<file path="src/rtl/core/tbe_ram.sv">
module tbe_ram #(
  parameter int WIDTH = 8,
  parameter int DEPTH = 16
) (
  input  logic                     clk,
  input  logic                     we,
  input  logic [$clog2(DEPTH)-1:0] waddr,
  input  logic [WIDTH-1:0]         wdata,
  input  logic [$clog2(DEPTH)-1:0] raddr,
  output logic [WIDTH-1:0]         rdata
);

  logic [WIDTH-1:0] mem [DEPTH];

  always_ff @(posedge clk) begin
    if (we) begin
      mem[waddr] <= wdata;
    end
    rdata <= mem[raddr];
  end

endmodule

</file>
<file path="config.mk">
export PLATFORM = sky130hd
export DESIGN_NAME = tbe_ram
export DESIGN_NICKNAME = d
export VERILOG_FILES = /design/src/rtl/core/tbe_ram.sv
export SDC_FILE = /design/constraint.sdc
export NUM_CORES = 1
export LEC_CHECK = 0
export BUFFER_PORTS_ARGS = -buffer_cell sky130_fd_sc_hd__buf_2
export CAP_MARGIN = 20
export CORE_ASPECT_RATIO = 0.6
export CORE_MARGIN = 8
export CORE_UTILIZATION = 45
export CTS_CLUSTER_DIAMETER = 150
export CTS_CLUSTER_SIZE = 10
export DETAILED_ROUTE_END_ITERATION = 10
export GPL_TIMING_DRIVEN = 0
export PLACE_DENSITY_LB_ADDON = 0.05
export SLEW_MARGIN = 20
export SYNTH_ARGS = -nofsm -noshare
export SYNTH_HDL_FRONTEND = slang
export SYNTH_SLANG_ARGS = --single-unit
</file>
<file path="constraint.sdc">
create_clock -name clk -period 2 [get_ports clk]
set_input_delay 0.1 -clock clk [delete_from_list [all_inputs] [get_ports clk]]
set_output_delay 0.1 -clock clk [all_outputs]
set_load 0.01 [all_outputs]
</file>
==> summary.md, run 1 <==
| Metric | Value |
|---|---|
| Critical path class | reg2reg |
| Sw Share | 0.2042 |
| Fin crit share | 0.7044 |
| Seq/Total Area, Yosys | 0.7778 |
| Final wirelength | between 10000 and 15000 um |
| Number of global-route vias before repair | approximately 2600 |
| CP Cell Sequence | mux4_1, a22oi_1, nand2_1 |
| # diodes | 0 |
| Setup Viol. Count Final | 0 |
| Hold-critical path depth | 1 |
| #FFs+latches synth | around 140 |
| Worst hold path type | in2reg |
| Post-Place Cells | between 300 and 400 |
| Die height | 98.85 um |
| Initial antenna violation count | 0 |
| CTS clock-pin slew for the worst setup and hold paths | roughly 0.06 ns |
| Cell Area, Synth | 5147 um2 |
| Status | completed |
| Final ANT Viol Nets | 0 |
| Drt drc | 0 |
| Cell Count, Final, Fillers Out | 430 |
| Fin area | slightly above 6000 um2 |
| Ys flop type | edfxtp_1 |
| Clock Power Share | 0.483 |
| CP arrival | between 1.5 and 2 ns |
| Final Skew | 0.01402 ns |
| Clk root buf | clkbuf_16 |
| Max FO, Critical Path | 1 |
| Pwr per Cell Area | 1114 nW/um2 |
| Final Hold Viols | 0 |
| Initial Util | 0.4586 |
| Post-CTS Resized | 0 |
| Total gr overflow | 0 |
| Share of cells above drive strength 1 | 0.3147 |
| # hold bufs at CTS | 0 |
| Core area | roughly 11000 um2 |
| Mapped Nets | around 250 |
| Max Cap Viol | 0 |
| Post-DP Area | between 5000 and 6000 um2 |
| Yosys top cell by area | edfxtp_1 |
| Internal | roughly 5.4 mW |
| Top-count cell post-synth | edfxtp_1 |
| Measured slew at the worst slew-check pin | 0.9611 ns |
| CTS Sinks | around 140 |
| Row count | 30 |
| Most common library cells after synthesis | edfxtp_1 (128), mux4_2 (18), a22oi_1 (16) |
| Setup repair bufs after CTS | 0 |
| GRT Total Usage | 0.1461 |
| Largest net degree at the start of global routing | 17 |
| Hold Path End | mem[7][6] |
| Final core utilization | 0.5436 |
| Register-to-register setup slack | 0.59 ns |
| Worst setup SP type | register |
| Overall Power | 6.796 mW |
| Hold_ws | about 0.076 ns |
| Mean routed wirelength per cell | about 24 um |
| Synth unique cells | 19 |
| Placer congestion estimate | 0.8308 |
| Fraction of registers with async set/reset | 0 |
| I/O pins | 26 |
| First DRT Iteration DRCs | 200 |
| DR vias | about 2400 |
| IO Port Bufs | 24 |
| Synth top area share | 0.7467 |
| Final net count | 291 |
| Mapped Cells | 229 |
| Die width | roughly 150 um |
| Mean Syn Cell Area | approximately 22 um2 |
| Synth area leaders | edfxtp_1 (75%), mux4_2 (7.9%), mux4_1 (7.1%), dfxtp_1 (3.1%), a22oi_1 (2.3%) |
| DR pass1 iterations | 4 |
| DR vias/cell | between 5 and 6 |
| RSZ-0062 raised after global routing | false |
| Sequential Power Share | 0.471 |
| Worst R2R Start | mem[4][3] |
| Synth Warn # | 0 |
| TritonCTS buffer count | 17 |
| Leak | ~2 nW |
| Slowest cell on crit path | mux4_1 |
| Min Tclk post-route | between 1 and 1.5 ns |
| Worst setup EP type | register |
| Max Freq | just over 700 MHz |
| Filler cell count in the final layout | 855 |
| Clk buf depth | 2 |
| Slew HR | 0.3569 |
| Worst Min Path Start | wdata[6] |
| Dpl hpwl | around 6800 um |
| Htree depth | 4 |
| Clk_lat worst skew | just over 0.4 ns |
| CP required | about 2.3 ns |
| R2R depth | 3 |
| CP Launch Point | mem[4][3] |
| NetSw | about 1.4 mW |
| Combinational power share | 0.046 |
| Final slew viol count | 0 |
| Die ar. | about 15000 um2 |
| CTS tree | built |
| Worst IR drop on VDD | ~0.00063 V |
| First-pass GRT wire length | 15930 um |
| Worst flop-to-flop path endpoint | rdata[3] |
| Area grow syn2layout | 18.52% |
| Max incr delay on CP | between 0.6 and 0.7 ns |
| Number of synthesized flops with an enable pin | between 100 and 150 |
==> worst max-delay path by stage <==
stage | endpoint | slack, ns | cells after the start
global placement | mem[0][7] | -0.27 | 3
CTS | mem[3][4] | 0.59 | 3
finish | rdata[3] | 0.59 | 3
global route | mem[3][4] | 0.54 | 3
floorplan | mem[0][0] | 0.41 | 2
detailed placement | mem[3][3] | 0.16 | 3
==> worst max-delay path, delay by kind of cell (launching register included) <==
kind | cells | cell delay (ns)
flip-flops | 1 | 0.36
multiplexers | 1 | 0.62
AO/OA/AOI/OAI | 1 | 0.23
AND/OR/NAND/NOR | 1 | 0.07
==> kinds of logic after synthesis <==
| family | after synthesis | share of synthesized area |
|---|---|---|
| compound gates | 16 | 0.02334 |
| buf+inv | 10 | 0.01677 |
| flops | 136 | 0.7778 |
| mux | 32 | 0.1502 |
| simple gates | 35 | 0.03184 |
==> power by group through the flow <==
| stage | Sequential [mW] | Combinational (mW) | Clock, mW |
|---|---|---|---|
| finish | 3.20 | 0.313 | 3.28 |
| floorplan | 3.27 | 0.162 | 0 |
| global route | 3.21 | 0.339 | 3.46 |
| CTS | 3.20 | 0.318 | 3.34 |
| global placement | 3.26 | 0.312 | 0 |
| detailed placement | 3.26 | 0.318 | 0 |
==> area by class of cell <==
type	instances	area, um2	share of cell area
multi-input combinational	83	1077	0.1766
timing repair buffer	25	127.6	0.02092
clock inverter	15	200.2	0.03281
tap	144	180.2	0.02953
buffer	10	86.33	0.01415
sequential	136	4004	0.6563
clock buffer	17	425.4	0.06973
==> metal layers <==
metal / vias to the layer above / GRT usage / share of wire
met3: 2 / 0.04063 / 0.060
met4: 0 / 0.04719 / 0.0041
met2: 68 / 0.2182 / 0.45
met1: 1255 / 0.2033 / 0.49
li1: 1066 / - / -
met5: - / 0 / 0
==> registers in the layout, indices dropped and copies added (netlist names) <==
signal and flops:
rdata 8, mem 128
==> cell usage in the layout, fill, tap and decap left out, types with 2 or more instances in the layout <==
cell type / Yosys / final
buf_2: 3 / 27
bufinv_16: 0 / 4
nand2_1: 9 / 9
inv_6: 0 / 3
buf_4: 1 / 2
nand2b_1: 2 / 2
clkinv_2: 0 / 4
clkbuf_16: 0 / 17
nor3_2: 0 / 4
clkdlybuf4s25_2: 3 / 3
nand3b_1: 2 / 2
buf_6: 3 / 3
nor2_1: 13 / 13
clkinv_4: 0 / 3
a22oi_1: 16 / 16
mux4_2: 18 / 18
edfxtp_1: 128 / 128
mux4_1: 14 / 14
dfxtp_1: 8 / 8
==> through the flow <==
step           setup slack, ns  TNS, ns
5_1_grt                 0.5428        0
4_1_cts                 0.5882        0
6_report                0.5913        0
2_1_floorplan           0.4071        0
3_3_place_gp           -0.2656   -2.329
3_5_place_dp            0.1622        0
Note: power is estimated with default switching activity, not from simulation.
==> inputs of run 2 (changes only) <==
--- a/config.mk
+++ b/config.mk
@@ -5,6 +5,7 @@
 export SDC_FILE = /design/constraint.sdc
 export NUM_CORES = 1
 export LEC_CHECK = 0
+export ABC_AREA = 1
 export BUFFER_PORTS_ARGS = -buffer_cell sky130_fd_sc_hd__buf_2
 export CAP_MARGIN = 20
 export CORE_ASPECT_RATIO = 0.6
==> constraint.sdc (replaced) <==
create_clock -name clk -period 1.3 [get_ports clk]
set_input_delay 0.065 -clock clk [delete_from_list [all_inputs] [get_ports clk]]
set_output_delay 0.065 -clock clk [all_outputs]
set_load 0.01 [all_outputs]
==> run 2 against run 1 <==
Critical path depth did not move. Sequential cell count is the same. Total power is 51% higher. Die area rose by 10%. Utilization decreased by 1.8 points. Global-route usage is 4.1 points higher. Clock skew fell by 0.0084 ns. Count of clock-buffer cells in the layout unchanged. Sequential share of layout area is 5.6 points lower. Worst setup slack lost 0.49 ns. Combinational power is 110% higher. Routed wire length is 45% higher. Critical endpoint is now mem[6][5]. Largest power group is now registers.
==> summary.md, run 2 <==
| Metric | Value |
|---|---|
| Buffers plus inverters on the worst setup path | 1 (+1) |
| Worst setup EP type | register |
| TritonCTS buffer count | 17 (unchanged) |
| Yosys top cell by area | edfxtp_1 |
| Placement Setup Slack | -0.3427 ns (-0.5049 ns) |
| I/O pins | 26 (unchanged) |
| Final wirelength | 15110 um (+45%) |
| Htree depth | 4 (unchanged) |
| Final WS setup | 0.09789 ns (-0.4934 ns) |
| Drt drc | 0 (unchanged) |
| WL met2 | 5791 um (+24%) |
| Die ar. | 16810 um2 (+10%) |
| Max FO, Critical Path | 8 (+7) |
| Max FFs per register | 128 (unchanged) |
| First-pass GRT wire length | 22590 um (+42%) |
| Routed met3 length | 1587 um (+150%) |
| CP arrival | 1.23 ns (-0.46 ns) |
| Leading cell type in the layout, fill and taps excluded | nand2_1 |
| Final TNS setup | 0 ns (unchanged) |
| Synth Area in Compound Gates | 0 (-0.02333) |
| CTS tree | built |
| DR pass1 iterations | 5 (+1) |
| Fraction of registers with async set/reset | 0 (unchanged) |
| Total gr overflow | 0 (unchanged) |
| Final slew viol count | 0 (unchanged) |
| Largest family of logic cells by synthesized area | simple AND/OR/NAND/NOR gates |
| Critical path class | in2reg |
| Mapped Cells | 551 (+140%) |
| Cell Area, Synth | 5767 um2 (+12%) |
| Ys flop type | edfxtp_1 |
| Final ANT Viol Nets | 0 (unchanged) |
| Fraction of synthesized area in multiplexers | 0 (-0.1502) |
| Slew HR | 0.3029 (-0.05403) |
| Worst hold path type | in2reg |
| Number of synthesized flops with an enable pin | 128 (unchanged) |
| Die width | 162.1 um (+5.2%) |
| Final Hold Viols | 0 (unchanged) |
| Synth Warn # | 0 (unchanged) |
| Pwr per Cell Area | 1537 nW/um2 (+38%) |
| Most common library cells after synthesis | nand2_1 (173), edfxtp_1 (128), inv_1 (100) |
| Share of cells above drive strength 1 | 0.1306 (-0.1841) |
| Max Cap Viol | 0 (unchanged) |
| Mapped Nets | 569 (+130%) |
| Clk_lat worst skew | 0.41 ns (about the same) |
| Worst setup SP type | input pin |
| Die height | 103.7 um (+4.9%) |
| Multi-input logic area | 1216 um2 (+13%) |
| Worst IR drop on VDD | 0.0009270 V (+48%) |
| RSZ-0062 raised after global routing | false |
| XOR/XNOR Fraction of Synth Area | 0 (unchanged) |
| Synth Area in Adders | 0 (unchanged) |
| Fin crit share | 0.9247 |
| Initial Util | 0.4544 (-0.004283) |
| CTS clock-pin slew for the worst setup and hold paths | 0.06 ns (about the same) |
| Largest net degree at the start of global routing | 17 (unchanged) |
| Final Skew | 0.005637 ns (-0.008383 ns) |
| Status | completed |
| Measured slew at the worst slew-check pin | 1.042 ns (+0.08075 ns) |
| Mean routed wirelength per cell | 19.49 um (-20%) |
| Final core utilization | 0.5255 (-0.01806) |
| Max incr delay on CP | 0.82 ns (+0.20 ns) |
| Core area | 12690 um2 (+13%) |
| Placer congestion estimate | 0.8146 (-1.9%) |
| CP required | 1.33 ns (-0.96 ns) |
| #FFs+latches synth | 136 (unchanged) |
| Clk root buf | clkbuf_16 |
| CTS Sinks | 136 (unchanged) |
| CP top delay family | simple AND/OR/NAND/NOR gates |
| Top Registers | mem (128), rdata (8) |
| Initial antenna violation count | 0 (unchanged) |
| Seq/Total Area, Yosys | 0.6943 (-0.08354) |
| Max Freq | about 830 MHz |
| Leak | 2.872 nW (+40%) |
| DR vias | 3861 (+61%) |
| Clk buf depth | 2 (unchanged) |
| Register Area | 4004 um2 (unchanged) |
| Top reg by flops | mem |
| Met1 wire length | 7542 um (+48%) |
| Row count | 32 (+6.7%) |
| Top-count cell post-synth | nand2_1 |
| Synth unique cells | 12 (-7) |
| Top Layer Used | met4 |
| Slowest cell on crit path | nor2_1 |
| Simple-gate share of the synthesized area | 0.2105 (+0.1786) |
| Synth area leaders | edfxtp_1 (67%), nand2_1 (11%), nand3_1 (8.4%), inv_1 (6.5%), dfxtp_1 (2.8%) |
| Filler cell count in the final layout | 1123 (+31%) |
| GRT Total Usage | 0.1868 (+0.04075) |
| Area grow syn2layout | 15.67% |
| Min Tclk post-route | 1.202 ns |
| Setup repair bufs after CTS | 0 (unchanged) |
| Setup Viol. Count Final | 0 (unchanged) |
| Dpl hpwl | 9886 um (+45%) |
| Mean Syn Cell Area | 10.47 um2 (-53%) |
| First DRT Iteration DRCs | 377 (+89%) |
| CP Cell Sequence | buf_2, nand3b_1, nor2_1 |
| Commonest cells after routing, fill and taps aside | nand2_1 (173), edfxtp_1 (128), inv_1 (100) |
| # diodes | 0 (unchanged) |
| Final net count | 610 (+110%) |
| DR vias/cell | 4.982 (-10%) |
| Number of global-route vias before repair | 3585 (+39%) |
| IO Port Bufs | 22 (-8.3%) |
| Synth top area share | 0.6665 (-0.08020) |
run 2: power breakdown:
part	internal, mW	switching (mW)
clock network	2.82	1.84
logic	0.188	0.481
registers	4.90	0.0231
run 2: final timing paths:
check | slack (ns) | cells after the start | end | startpoint
max | 0.1 | 3 | mem[6][5] | waddr[3]
min | 0.06 | 1 | mem[2][2] | wdata[2]
max reg2reg | 0.25 | 6 | rdata[0] | mem[14][0]
min reg2reg | 0.68 | 6 | rdata[2] | mem[6][2]
run 2: layer usage:
| layer | vias to the layer above | GRT usage |
|---|---|---|
| met4 | 0 | 0.05855 |
| met2 | 175 | 0.2359 |
| met5 | - | 0 |
| met3 | 20 | 0.05257 |
| met1 | 1813 | 0.2952 |
| li1 | 1853 | - |
run 2: repair_timing:
action | CTS | global route
gates resized for setup | 0 | 1
endpoints found under the hold margin | 0 | 0
endpoints found under the setup margin | 0 | 2
hold buffers | 0 | 0
run 2: area by class of cell:
class / count / area share
sequential: 136 / 0.6003
multi-input combinational: 289 / 0.1823
clock buffer: 17 / 0.06378
inverter: 102 / 0.05740
tap: 170 / 0.03189
buffer: 24 / 0.02495
clock inverter: 15 / 0.02288
timing repair buffer: 22 / 0.01651
run 2: kinds of logic (layout without fill, tap and decap cells):
kind of cell | count (synthesis) | in the layout
buffers and inverters | 126 | 180
and+or+nand+nor | 289 | 289
DFF | 136 | 136
run 2: metrics by stage:
stage               area [um2]  hold WS, ns  power, mW  cells
finish                    6670      0.06403      10.25    775
CTS                       6668      0.06004      10.29    775
global placement          6090       0.4623      5.671    743
floorplan                 5767       0.1639      5.377    551
detailed placement        6090       0.4658      5.678    743
global route              6670      0.06507      10.55    775
run 2: worst reg2reg max path: stages, from the launching register on:
cell and delay, ns:
edfxtp_1 0.36, inv_1 0.06, nand2_1 0.05, nand3_1 0.14, nand3_1 0.09, nand3_1 0.15
nand2_1 0.08
